### config.mk
export PLATFORM = sky130hd
export DESIGN_NAME = multi_channel_tick_timer_pwm
export DESIGN_NICKNAME = d
export VERILOG_FILES = /design/src/rtl/mctt_pkg.sv /design/src/rtl/mctt_mem.sv /design/src/rtl/mctt_duty.sv /design/src/rtl/mctt_step.sv /design/src/rtl/multi_channel_tick_timer_pwm.sv
export SDC_FILE = /design/constraint.sdc
export NUM_CORES = 2
export LEC_CHECK = 0
export ABC_AREA = 1
export BUFFER_PORTS_ARGS = -buffer_cell sky130_fd_sc_hd__buf_2
export CORE_MARGIN = 2
export CORE_UTILIZATION = 50
export CTS_BUF_LIST = sky130_fd_sc_hd__clkbuf_4 sky130_fd_sc_hd__clkbuf_8
export CTS_CLUSTER_DIAMETER = 40
export DETAILED_ROUTE_END_ITERATION = 10
export PLACE_DENSITY = 0.74
export SYNTH_ARGS = -nofsm -noshare
export SYNTH_HDL_FRONTEND = slang
export SYNTH_SLANG_ARGS = --single-unit
### constraint.sdc
create_clock -name i_clk -period 15.4 [get_ports i_clk]
set_input_delay 3.08 -clock i_clk [delete_from_list [all_inputs] [get_ports i_clk]]
set_output_delay 3.08 -clock i_clk [all_outputs]
set_load 0.03 [all_outputs]
### src/rtl/mctt_pkg.sv
// ============================================================================
// mctt_pkg: shared types and codes of the tick timer / PWM bank
// Command and result layouts, operation, kind, phase and status codes.
// ============================================================================
package mctt_pkg;

    localparam int CHANNELS_DEF   = 8;
    localparam int COUNT_BITS_DEF = 32;
    localparam int DUTY_FS_DEF    = 1000;

    localparam logic [2:0] MODE_TICK   = 3'd0;
    localparam logic [2:0] MODE_ALLOC  = 3'd1;
    localparam logic [2:0] MODE_START  = 3'd2;
    localparam logic [2:0] MODE_STOP   = 3'd3;
    localparam logic [2:0] MODE_DUTY   = 3'd4;
    localparam logic [2:0] MODE_REMOVE = 3'd5;
    localparam logic [2:0] MODE_QUERY  = 3'd6;

    localparam logic [1:0] KIND_ONCE   = 2'd0;
    localparam logic [1:0] KIND_REPEAT = 2'd1;
    localparam logic [1:0] KIND_PWM    = 2'd2;

    localparam logic [1:0] PHASE_STOP   = 2'd0;
    localparam logic [1:0] PHASE_RUN    = 2'd1;
    localparam logic [1:0] PHASE_REMOVE = 2'd2;

    localparam logic [1:0] STATUS_OK        = 2'd0;
    localparam logic [1:0] STATUS_BAD_ARG   = 2'd1;
    localparam logic [1:0] STATUS_NO_FREE   = 2'd2;
    localparam logic [1:0] STATUS_NOT_ALLOC = 2'd3;

    typedef struct packed {
        logic [2:0]  mode;
        logic [2:0]  channel;
        logic [1:0]  kind;
        logic [31:0] target;
        logic [15:0] duty;
    } t_cmd;

    typedef struct packed {
        logic [1:0]  status;
        logic [2:0]  allocated_index;
        logic [7:0]  event_mask;
        logic [7:0]  pwm_levels;
        logic [31:0] remaining;
        logic [31:0] elapsed;
    } t_result;

    // Side effects reported by the channel update unit.
    typedef struct packed {
        logic wr;
        logic bad_arg;
        logic event_hit;
        logic pwm_wr;
        logic pwm_val;
    } t_step_flags;

endpackage

### src/rtl/mctt_mem.sv
// ============================================================================
// mctt_mem: channel entry memory
// One write port and one read port with registered read data.
// ============================================================================
module mctt_mem #(
    parameter int DEPTH = 8,
    parameter int WIDTH = 100,
    parameter int AW    = (DEPTH > 1) ? $clog2(DEPTH) : 1
) (
    input  logic             i_clk,
    input  logic             i_we,
    input  logic [AW-1:0]    i_waddr,
    input  logic [WIDTH-1:0] i_wdata,
    input  logic [AW-1:0]    i_raddr,
    output logic [WIDTH-1:0] o_rdata
);

    logic [WIDTH-1:0] r_mem [DEPTH];
    logic [WIDTH-1:0] r_rdata;

    always_ff @(posedge i_clk) begin
        if (i_we) begin
            r_mem[i_waddr] <= i_wdata;
        end
        r_rdata <= r_mem[i_raddr];
    end

    assign o_rdata = r_rdata;

endmodule

### src/rtl/mctt_duty.sv
// ============================================================================
// mctt_duty: duty tick calculator
// Multiplies the reload value by the clamped duty, then divides by the full
// scale through a multiply by its rounded-up reciprocal, taken 16 bits a cycle.
// ============================================================================
module mctt_duty #(
    parameter int COUNT_BITS      = mctt_pkg::COUNT_BITS_DEF,
    parameter int DUTY_FULL_SCALE = mctt_pkg::DUTY_FS_DEF
) (
    input  logic                  i_clk,
    input  logic                  i_rst_n,
    input  logic                  i_start,
    input  logic [COUNT_BITS-1:0] i_reload,
    input  logic [15:0]           i_duty,
    output logic                  o_done,
    output logic [COUNT_BITS-1:0] o_quot
);

    localparam int PW  = COUNT_BITS + 16;
    localparam int LG  = $clog2(DUTY_FULL_SCALE);
    localparam int SH  = PW + LG;
    localparam int NCH = (PW + 2 + 15) / 16;
    localparam int MW  = 16 * NCH;
    localparam int AW  = PW + MW;
    localparam int CW  = $clog2(NCH + 1);
    localparam logic [15:0] FS = 16'(DUTY_FULL_SCALE);
    // Rounded up, the reciprocal gives the exact quotient for every product below 2**PW.
    localparam logic [127:0] RECIP_FULL =
        ((128'd1 << SH) + 128'(DUTY_FULL_SCALE) - 128'd1) / 128'(DUTY_FULL_SCALE);
    localparam logic [MW-1:0] RECIP = RECIP_FULL[MW-1:0];

    logic [15:0]    duty_sat;
    logic [PW-1:0]  prod;
    logic [PW+15:0] part;

    logic [PW-1:0]  r_x;
    logic [MW-1:0]  r_m;
    logic [AW-1:0]  r_acc;
    logic [CW-1:0]  r_cnt;
    logic           r_done;

    assign duty_sat = (i_duty > FS) ? FS : i_duty;
    assign prod     = i_reload * duty_sat;
    assign part     = r_x * r_m[MW-1 -: 16];

    always_ff @(posedge i_clk) begin
        if (!i_rst_n) begin
            r_cnt  <= '0;
            r_done <= 1'b0;
        end else begin
            r_done <= 1'b0;
            if (i_start) begin
                r_cnt <= CW'(NCH);
            end else if (r_cnt != '0) begin
                r_cnt <= r_cnt - CW'(1);
                if (r_cnt == CW'(1)) begin
                    r_done <= 1'b1;
                end
            end
        end
    end

    // The reciprocal is consumed from its top chunk down, so the sum shifts up each step.
    always_ff @(posedge i_clk) begin
        if (i_start) begin
            r_x   <= prod;
            r_m   <= RECIP;
            r_acc <= '0;
        end else if (r_cnt != '0) begin
            r_acc <= {r_acc[AW-17:0], 16'd0} + AW'(part);
            r_m   <= {r_m[MW-17:0], 16'd0};
        end
    end

    assign o_done = r_done;
    assign o_quot = r_acc[SH +: COUNT_BITS];

endmodule

### src/rtl/mctt_step.sv
// ============================================================================
// mctt_step: channel update unit
// Computes the new entry of one channel for a tick visit or a command.
// ============================================================================
module mctt_step #(
    parameter int COUNT_BITS = mctt_pkg::COUNT_BITS_DEF
) (
    input  logic [2:0]              i_op,
    input  logic [1:0]              i_kind,
    input  logic [1:0]              i_phase,
    input  logic [COUNT_BITS-1:0]   i_reload,
    input  logic [COUNT_BITS-1:0]   i_count,
    input  logic [COUNT_BITS-1:0]   i_duty_ticks,
    input  logic [31:0]             i_target,
    input  logic [COUNT_BITS-1:0]   i_quot,
    output logic [1:0]              o_phase,
    output logic [COUNT_BITS-1:0]   o_reload,
    output logic [COUNT_BITS-1:0]   o_count,
    output logic [COUNT_BITS-1:0]   o_duty_ticks,
    output mctt_pkg::t_step_flags   o_flags,
    output logic [31:0]             o_remaining,
    output logic [31:0]             o_elapsed
);

    import mctt_pkg::*;

    localparam logic [COUNT_BITS-1:0] CNT_MAX = '1;

    logic [COUNT_BITS-1:0] cnt_dec;
    logic [31:0]           tgt_hi;
    logic [COUNT_BITS-1:0] tgt_sat;

    assign cnt_dec = i_count - COUNT_BITS'(1);
    assign tgt_hi  = i_target >> COUNT_BITS;
    assign tgt_sat = (tgt_hi != 32'd0) ? CNT_MAX : i_target[COUNT_BITS-1:0];

    always_comb begin
        o_phase      = i_phase;
        o_reload     = i_reload;
        o_count      = i_count;
        o_duty_ticks = i_duty_ticks;
        o_flags      = '0;
        o_remaining  = 32'd0;
        o_elapsed    = 32'd0;
        case (i_op)
            MODE_TICK: begin
                if (i_count != '0) begin
                    o_flags.wr = 1'b1;
                    o_count    = cnt_dec;
                    case (i_kind)
                        KIND_ONCE: begin
                            if (cnt_dec == '0) begin
                                o_phase           = PHASE_STOP;
                                o_flags.event_hit = 1'b1;
                            end
                        end
                        KIND_REPEAT: begin
                            if (cnt_dec == '0) begin
                                o_count           = i_reload;
                                o_flags.event_hit = 1'b1;
                            end
                        end
                        default: begin
                            if (cnt_dec == '0) begin
                                o_count = i_reload;
                            end
                            // With full duty the output stays high and only reloads.
                            if (i_duty_ticks != i_reload) begin
                                if (cnt_dec == '0) begin
                                    o_flags.pwm_wr  = 1'b1;
                                    o_flags.pwm_val = 1'b0;
                                end else if (cnt_dec == i_duty_ticks) begin
                                    o_flags.pwm_wr  = 1'b1;
                                    o_flags.pwm_val = 1'b1;
                                end
                            end
                        end
                    endcase
                end
            end
            MODE_START: begin
                if (i_target == 32'd0) begin
                    o_flags.bad_arg = 1'b1;
                end else begin
                    o_flags.wr = 1'b1;
                    if (i_phase == PHASE_STOP) begin
                        o_phase = PHASE_RUN;
                    end
                    o_reload = tgt_sat;
                    o_count  = tgt_sat;
                    if (i_kind == KIND_PWM) begin
                        o_duty_ticks = '0;
                    end
                end
            end
            MODE_STOP: begin
                o_flags.wr = 1'b1;
                o_count    = '0;
                o_phase    = PHASE_STOP;
                if (i_kind == KIND_PWM) begin
                    o_flags.pwm_wr  = 1'b1;
                    o_flags.pwm_val = 1'b0;
                end
            end
            MODE_DUTY: begin
                o_flags.wr   = 1'b1;
                o_duty_ticks = i_quot;
                if (i_kind == KIND_PWM && i_quot == i_reload) begin
                    o_flags.pwm_wr  = 1'b1;
                    o_flags.pwm_val = 1'b1;
                end
            end
            MODE_REMOVE: begin
                o_flags.wr = 1'b1;
                o_phase    = PHASE_REMOVE;
            end
            MODE_QUERY: begin
                if (i_phase == PHASE_RUN) begin
                    o_remaining = 32'(i_count);
                    o_elapsed   = 32'(i_reload - i_count);
                end
            end
            default: begin
            end
        endcase
    end

endmodule

### src/rtl/multi_channel_tick_timer_pwm.sv
// ============================================================================
// multi_channel_tick_timer_pwm: bank of tick-driven timer / PWM channels
// Command-driven bank of down counters with one-shot, repeat and PWM kinds.
// ============================================================================
//
//  Port group     Direction  Handshake                  Payload
//  -------------  ---------  -------------------------  ------------------
//  command        in         start high while busy low  i_cmd  (t_cmd)
//  result         out        o_strobe, one cycle        o_res  (t_result)
//
// A tick walks every channel through the entry memory, a read state and then
// an update and write-back state per channel (S_RD, then S_EX). Allocate
// scans the used flags, one channel per cycle. Start, stop, remove and query
// pass through S_RD and S_EX; set duty then also waits in S_DUTY for the
// 16-bit steps of the reciprocal multiply. Commands rejected on mode, kind or
// channel never raise busy. The result strobe follows the last busy cycle.
// Reset frees all channels at once and clears their PWM levels. Results
// cannot be held off by the receiver.
//
module multi_channel_tick_timer_pwm #(
    parameter int CHANNELS        = mctt_pkg::CHANNELS_DEF,
    parameter int COUNT_BITS      = mctt_pkg::COUNT_BITS_DEF,
    parameter int DUTY_FULL_SCALE = mctt_pkg::DUTY_FS_DEF
) (
    input  logic              i_clk,
    input  logic              i_rst_n,
    input  logic              start,
    input  mctt_pkg::t_cmd    i_cmd,
    output logic              busy,
    output logic              o_strobe,
    output mctt_pkg::t_result o_res
);

    import mctt_pkg::*;

    localparam int IDX_W = (CHANNELS > 1) ? $clog2(CHANNELS) : 1;
    localparam int ENT_W = 4 + 3 * COUNT_BITS;
    localparam logic [IDX_W-1:0] LAST_IDX = IDX_W'(CHANNELS - 1);

    typedef enum logic [4:0] {
        S_IDLE = 5'b00001,
        S_SCAN = 5'b00010,
        S_RD   = 5'b00100,
        S_EX   = 5'b01000,
        S_DUTY = 5'b10000
    } t_state;

    t_state                r_state, n_state;
    t_cmd                  r_cmd, n_cmd;
    logic [IDX_W-1:0]      r_idx, n_idx;
    logic [CHANNELS-1:0]   r_used, n_used;
    logic [CHANNELS-1:0]   r_pwm, n_pwm;
    logic [7:0]            r_ev, n_ev;
    logic                  r_free_vld, n_free_vld;
    logic [IDX_W-1:0]      r_free_idx, n_free_idx;
    logic                  r_strobe, n_strobe;

    logic [1:0]            r_status;
    logic [2:0]            r_alloc;
    logic [7:0]            r_evout;
    logic [31:0]           r_rem;
    logic [31:0]           r_ela;

    logic [1:0]            fin_status;
    logic [2:0]            fin_alloc;
    logic [7:0]            fin_ev;
    logic [31:0]           fin_rem;
    logic [31:0]           fin_ela;

    logic                  mem_we;
    logic [ENT_W-1:0]      mem_wdata;
    logic [ENT_W-1:0]      mem_rdata;

    logic [1:0]            rd_kind;
    logic [1:0]            rd_phase;
    logic [COUNT_BITS-1:0] rd_reload;
    logic [COUNT_BITS-1:0] rd_count;
    logic [COUNT_BITS-1:0] rd_duty;

    logic [1:0]            st_phase;
    logic [COUNT_BITS-1:0] st_reload;
    logic [COUNT_BITS-1:0] st_count;
    logic [COUNT_BITS-1:0] st_duty;
    t_step_flags           st_flags;
    logic [31:0]           st_rem;
    logic [31:0]           st_ela;

    logic                  duty_go;
    logic                  duty_done;
    logic [COUNT_BITS-1:0] duty_quot;

    logic                  ch_ok;
    logic [IDX_W-1:0]      ch_idx;
    logic [63:0]           pwm_wide;

    assign rd_kind   = mem_rdata[ENT_W-1 -: 2];
    assign rd_phase  = mem_rdata[ENT_W-3 -: 2];
    assign rd_reload = mem_rdata[3*COUNT_BITS-1 -: COUNT_BITS];
    assign rd_count  = mem_rdata[2*COUNT_BITS-1 -: COUNT_BITS];
    assign rd_duty   = mem_rdata[COUNT_BITS-1:0];

    assign ch_ok  = (int'(i_cmd.channel) < CHANNELS);
    assign ch_idx = IDX_W'(i_cmd.channel);

    mctt_mem #(
        .DEPTH (CHANNELS),
        .WIDTH (ENT_W)
    ) u_mem (
        .i_clk   (i_clk),
        .i_we    (mem_we),
        .i_waddr (r_idx),
        .i_wdata (mem_wdata),
        .i_raddr (r_idx),
        .o_rdata (mem_rdata)
    );

    mctt_step #(
        .COUNT_BITS (COUNT_BITS)
    ) u_step (
        .i_op         (r_cmd.mode),
        .i_kind       (rd_kind),
        .i_phase      (rd_phase),
        .i_reload     (rd_reload),
        .i_count      (rd_count),
        .i_duty_ticks (rd_duty),
        .i_target     (r_cmd.target),
        .i_quot       (duty_quot),
        .o_phase      (st_phase),
        .o_reload     (st_reload),
        .o_count      (st_count),
        .o_duty_ticks (st_duty),
        .o_flags      (st_flags),
        .o_remaining  (st_rem),
        .o_elapsed    (st_ela)
    );

    mctt_duty #(
        .COUNT_BITS      (COUNT_BITS),
        .DUTY_FULL_SCALE (DUTY_FULL_SCALE)
    ) u_duty (
        .i_clk    (i_clk),
        .i_rst_n  (i_rst_n),
        .i_start  (duty_go),
        .i_reload (rd_reload),
        .i_duty   (r_cmd.duty),
        .o_done   (duty_done),
        .o_quot   (duty_quot)
    );

    // An allocated channel starts from a cleared entry.
    always_comb begin
        if (r_state == S_SCAN) begin
            mem_wdata = {r_cmd.kind, PHASE_STOP, {(3*COUNT_BITS){1'b0}}};
        end else begin
            mem_wdata = {rd_kind, st_phase, st_reload, st_count, st_duty};
        end
    end

    always_comb begin
        n_state    = r_state;
        n_cmd      = r_cmd;
        n_idx      = r_idx;
        n_used     = r_used;
        n_pwm      = r_pwm;
        n_ev       = r_ev;
        n_free_vld = r_free_vld;
        n_free_idx = r_free_idx;
        n_strobe   = 1'b0;
        fin_status = STATUS_OK;
        fin_alloc  = 3'd0;
        fin_ev     = 8'd0;
        fin_rem    = 32'd0;
        fin_ela    = 32'd0;
        mem_we     = 1'b0;
        duty_go    = 1'b0;
        case (r_state)
            S_IDLE: begin
                if (start) begin
                    n_cmd      = i_cmd;
                    n_idx      = '0;
                    n_ev       = 8'd0;
                    n_free_vld = 1'b0;
                    case (i_cmd.mode)
                        MODE_TICK: begin
                            n_state = S_RD;
                        end
                        MODE_ALLOC: begin
                            if (i_cmd.kind == KIND_ONCE || i_cmd.kind == KIND_REPEAT ||
                                i_cmd.kind == KIND_PWM) begin
                                n_state = S_SCAN;
                            end else begin
                                n_strobe   = 1'b1;
                                fin_status = STATUS_BAD_ARG;
                            end
                        end
                        MODE_START, MODE_STOP, MODE_DUTY, MODE_REMOVE, MODE_QUERY: begin
                            if (!ch_ok) begin
                                n_strobe   = 1'b1;
                                fin_status = STATUS_BAD_ARG;
                            end else if (!r_used[ch_idx]) begin
                                n_strobe   = 1'b1;
                                fin_status = STATUS_NOT_ALLOC;
                            end else begin
                                n_idx   = ch_idx;
                                n_state = S_RD;
                            end
                        end
                        default: begin
                            n_strobe   = 1'b1;
                            fin_status = STATUS_BAD_ARG;
                        end
                    endcase
                end
            end
            S_SCAN: begin
                if (!r_used[r_idx]) begin
                    mem_we        = 1'b1;
                    n_used[r_idx] = 1'b1;
                    n_pwm[r_idx]  = 1'b0;
                    n_strobe      = 1'b1;
                    n_state       = S_IDLE;
                    fin_alloc     = 3'(r_idx);
                end else if (r_idx == LAST_IDX) begin
                    n_strobe   = 1'b1;
                    n_state    = S_IDLE;
                    fin_status = STATUS_NO_FREE;
                end else begin
                    n_idx = r_idx + IDX_W'(1);
                end
            end
            S_RD: begin
                n_state = S_EX;
            end
            S_EX: begin
                if (r_cmd.mode == MODE_TICK) begin
                    if (r_used[r_idx]) begin
                        if (rd_phase == PHASE_REMOVE) begin
                            if (!r_free_vld) begin
                                n_free_vld = 1'b1;
                                n_free_idx = r_idx;
                            end
                        end else begin
                            mem_we = st_flags.wr;
                            if (st_flags.event_hit) begin
                                n_ev = r_ev | (8'd1 << r_idx);
                            end
                            if (st_flags.pwm_wr) begin
                                n_pwm[r_idx] = st_flags.pwm_val;
                            end
                        end
                    end
                    if (r_idx == LAST_IDX) begin
                        // The lowest channel marked for removal is freed at the end.
                        if (n_free_vld) begin
                            n_used[n_free_idx] = 1'b0;
                            n_pwm[n_free_idx]  = 1'b0;
                        end
                        n_strobe = 1'b1;
                        n_state  = S_IDLE;
                        fin_ev   = n_ev;
                    end else begin
                        n_idx   = r_idx + IDX_W'(1);
                        n_state = S_RD;
                    end
                end else if (r_cmd.mode == MODE_DUTY) begin
                    duty_go = 1'b1;
                    n_state = S_DUTY;
                end else begin
                    n_strobe = 1'b1;
                    n_state  = S_IDLE;
                    if (st_flags.bad_arg) begin
                        fin_status = STATUS_BAD_ARG;
                    end else begin
                        mem_we = st_flags.wr;
                        if (st_flags.pwm_wr) begin
                            n_pwm[r_idx] = st_flags.pwm_val;
                        end
                        fin_rem = st_rem;
                        fin_ela = st_ela;
                    end
                end
            end
            S_DUTY: begin
                if (duty_done) begin
                    mem_we = st_flags.wr;
                    if (st_flags.pwm_wr) begin
                        n_pwm[r_idx] = st_flags.pwm_val;
                    end
                    n_strobe = 1'b1;
                    n_state  = S_IDLE;
                end
            end
            default: begin
                n_state = S_IDLE;
            end
        endcase
    end

    always_ff @(posedge i_clk) begin
        if (!i_rst_n) begin
            r_state    <= S_IDLE;
            r_idx      <= '0;
            r_used     <= '0;
            r_pwm      <= '0;
            r_ev       <= 8'd0;
            r_free_vld <= 1'b0;
            r_strobe   <= 1'b0;
        end else begin
            r_state    <= n_state;
            r_idx      <= n_idx;
            r_used     <= n_used;
            r_pwm      <= n_pwm;
            r_ev       <= n_ev;
            r_free_vld <= n_free_vld;
            r_strobe   <= n_strobe;
        end
    end

    always_ff @(posedge i_clk) begin
        r_cmd      <= n_cmd;
        r_free_idx <= n_free_idx;
        if (n_strobe) begin
            r_status <= fin_status;
            r_alloc  <= fin_alloc;
            r_evout  <= fin_ev;
            r_rem    <= fin_rem;
            r_ela    <= fin_ela;
        end
    end

    assign pwm_wide = 64'(r_pwm);
    assign busy     = (r_state != S_IDLE);
    assign o_strobe = r_strobe;

    always_comb begin
        o_res.status          = r_status;
        o_res.allocated_index = r_alloc;
        o_res.event_mask      = r_evout;
        o_res.pwm_levels      = pwm_wide[7:0];
        o_res.remaining       = r_rem;
        o_res.elapsed         = r_ela;
    end

endmodule

==> impl_metrics.ini <==
[grt]
grt_pass1_vias = 68000
overflow = 0
antenna_found_initial = 12
gr-usage-all-layers_pct = 32.1
grt_pass1_wl_mm = 428
grt_max_degree = 102

[cells_and_area]
drive_gt1_share_pct = 7.45
area_growth_pct = 10.0
multi_input_area_um2 = 45500
nets = 10800
seq_area_um2 = 34200
fillers = 14900

[detailed_routing]
via_per_inst = 5.63
drc = 0
first_pass_iters = 8
wl_mm = 287
drt-initial-drc-count = 6562
ant_nets = 0
wire_per_inst_um = 24.2
vias = 67000

[setup_path]
crit_fanout = 29
max_stage_delay_ps = 590
r2r_end = u_duty.r_x[43]$_DFFE_PP_
cp-startpoint = r_cmd[12]$_DFFE_PP_
start_kind = flop
required_ps = 16070
ff2ff_path_depth = 30
end_kind = flop
crit_top_cell = nand2_1
crit_arrival_ps = 8930
critPathKind = reg -> reg
r2r_setup_slack_ps = 7140
critPathSlowestCell = inv_1
r2r_start = r_cmd[12]$_DFFE_PP_

[hold_path]
min_path_type = reg -> reg
hold_depth = 2
hold_path_end = u_mem.o_rdata[81]$_DFF_P_
worstHoldStart = u_mem.r_mem[3][81]$_DFFE_PP_

[synth]
synthTopCellsByCount = inv_1 (2050), nand2_1 (1605), edfxtp_1 (981), fa_1 (964), nor2_1 (551)
yosysSeqAreaShare_pct = 39.0
ys_types = 66
ys_seq_elements = 1220
synth_top_cell_by_area = edfxtp_1
synthFlopType = edfxtp_1
ys_top_cells_by_area = edfxtp_1 (34%), fa_1 (22%), inv_1 (8.8%), nand2_1 (6.9%), ha_1 (5.7%)
synth-async-reset-ratio_pct = 0
synth_edf_count = 981
synth.most_common_cell = inv_1
synth_warnings = 0
netlist_instances = 9019
synth_area_um2 = 87700
syn_avg_cell_area_um2 = 9.73
synth.top_cell.area_share_pct = 33.6

[placed_design]
gp_congestion = 0.999
portBuffers = 145
dp_hpwl_mm = 212

[clock_tree]
clk_root_buffer_cell = clkbuf_8
clk_latency_ps = 1020
cts_made_buffers = 206
clkSlewWorstSetupHoldPaths_ps = 70
post_cts_resized = 0
cts_hold_buffers = 0
clock_sinks = 1220
cts_setup_buffers = 0
clockBufferDepth = 3
htree_num_levels = 4
cts_tree = done

[run_status]
outcome = finished, violations left
violations = capacitance limit, slew limit

[floorplanning]
rows = 153
start_util_pct = 50.4
fp.dieArea_um2 = 179000
die_y_um = 423
core_um2 = 174000
ios = 146
die_x_um = 423

[timing]
relSlewSlack_pct = -5.14
hold_violations = 0
rsz0062_at_grt = no
tightest_slew_ps = 1560
max_freq_mhz = 121
setup_viol = 0
period_minus_slack_ps = 8260
slew_viol_final = 2
timing.final.crit_share_pct = 53.6
skew_ps = 108
tns_ps = 0

[run]
max_cap_viol_count = 2
==> logic make-up (layout without fill, tap and decap cells) <==
family          count (synthesis)  count (layout)  share of synthesized area, %
compound gates               1319            1319                          9.36
simple gates                 2630            2630                          12.4
other cells                     2             197                       0.00856
flops                        1220            1220                          39.0
xor+xnor                      142             142                          1.43
buf+inv                      2343            2696                          10.1
fa+ha+maj                    1363            1363                          27.7
==> per-layer routing <==
layer | vias to the layer above | track usage (%) | wire [µm]
met5 | - | 0 | 97
met4 | 16 | 18.5 | 19200
met3 | 860 | 7.09 | 27700
met2 | 3707 | 50.9 | 132000
met1 | 32900 | 40.8 | 108000
li1 | 29500 | - | -
==> area by class of cell <==
type	instances	share of cell area, %
Multi-Input combinational cell	5646	47.2
Sequential cell	1220	35.5
Inverter	2064	8.03
Clock buffer	292	3.79
Tap cell	2325	3.01
Timing Repair Buffer	244	1.56
Clock inverter	96	0.967
Antenna cell	5	0.0130
==> worst max path at each step <==
stage	cells after the start	slack, ps	to
2_1_floorplan	10	3330	u_mem.r_mem[1][0]$_DFFE_PP_
3_3_place_gp	31	7490	u_duty.r_x[43]$_DFFE_PP_
3_5_place_dp	30	7350	u_duty.r_x[43]$_DFFE_PP_
4_1_cts	30	7240	u_duty.r_x[43]$_DFFE_PP_
5_1_grt	32	6770	u_duty.r_x[43]$_DFFE_PP_
6_report	30	7140	u_duty.r_x[43]$_DFFE_PP_
==> registers in the layout, indices dropped and copies added, names as in the netlist <==
signal and flops:
r_rem 32, u_duty.r_acc 90, r_used 8, r_idx 3, r_pwm 8, r_evout 8, r_state 5, r_cmd 53
r_ela 32, r_free_vld 1, r_status 2, u_duty.r_cnt 3, u_mem.o_rdata 100, o_strobe 1, u_mem.r_mem 800, u_duty.r_m 11
r_free_idx 3, r_alloc 3, u_duty.o_done 1, r_ev 8, u_duty.r_x 48
==> critical path, delay by kind of cell (launching register included) <==
| kind | cells | cell delay [ps] |
|---|---|---|
| fa+ha+maj | 7 | 3160 |
| flops | 1 | 360 |
| compound gates | 5 | 1020 |
| xor+xnor | 1 | 110 |
| simple gates | 12 | 2430 |
| buf+inv | 5 | 870 |
==> cells in the final DEF (no fill, tap or decap), types with 11 or more instances in the layout <==
cell        netlist  final
o211ai_1         75     75
o21ai_0         228    228
xnor2_1          72     72
nand4_1         149    149
nor4_1           28     23
clkinv_2          0     30
nand2_2          11     12
nand2_1        1605   1604
ha_1            399    399
nor2_4            7     15
o21a_1           36     36
a31oi_1          55     55
buf_2             5    145
a22oi_1         137    137
a221oi_1         73     73
o21ai_1          27     27
nor3_1           67     60
clkinv_1          5     22
nor2_2            9     11
a211oi_1         31     31
buf_4             1     96
inv_1          2050   2049
nand3b_1         14     14
xor2_1           69     69
and3_1           18     18
clkbuf_8          0    234
conb_1            2    192
dfxtp_1         239    236
or2_2            13     13
a22o_1           83     83
edfxtp_1        981    981
fa_1            964    964
nor2_1          551    541
bufinv_16         0     13
clkbuf_4          0     58
clkinvlp_4        0     19
nand3_1         146    145
a21oi_1         507    506
==> through the flow <==
step,setup WS (ps),instance area (µm²),utilization [%],hold WS [ps],instances
floorplan,3330,88400,-,427,9209
global placement,7490,91900,52.8,437,11500
detailed placement,7350,91900,52.8,447,11500
CTS,7240,96500,55.5,437,11900
global route,6770,96500,55.5,455,11900
finish,7140,96500,55.5,429,11900
Power is not shown: default switching activity piles up to over one toggle a cycle in this logic, so the estimate is an artifact.
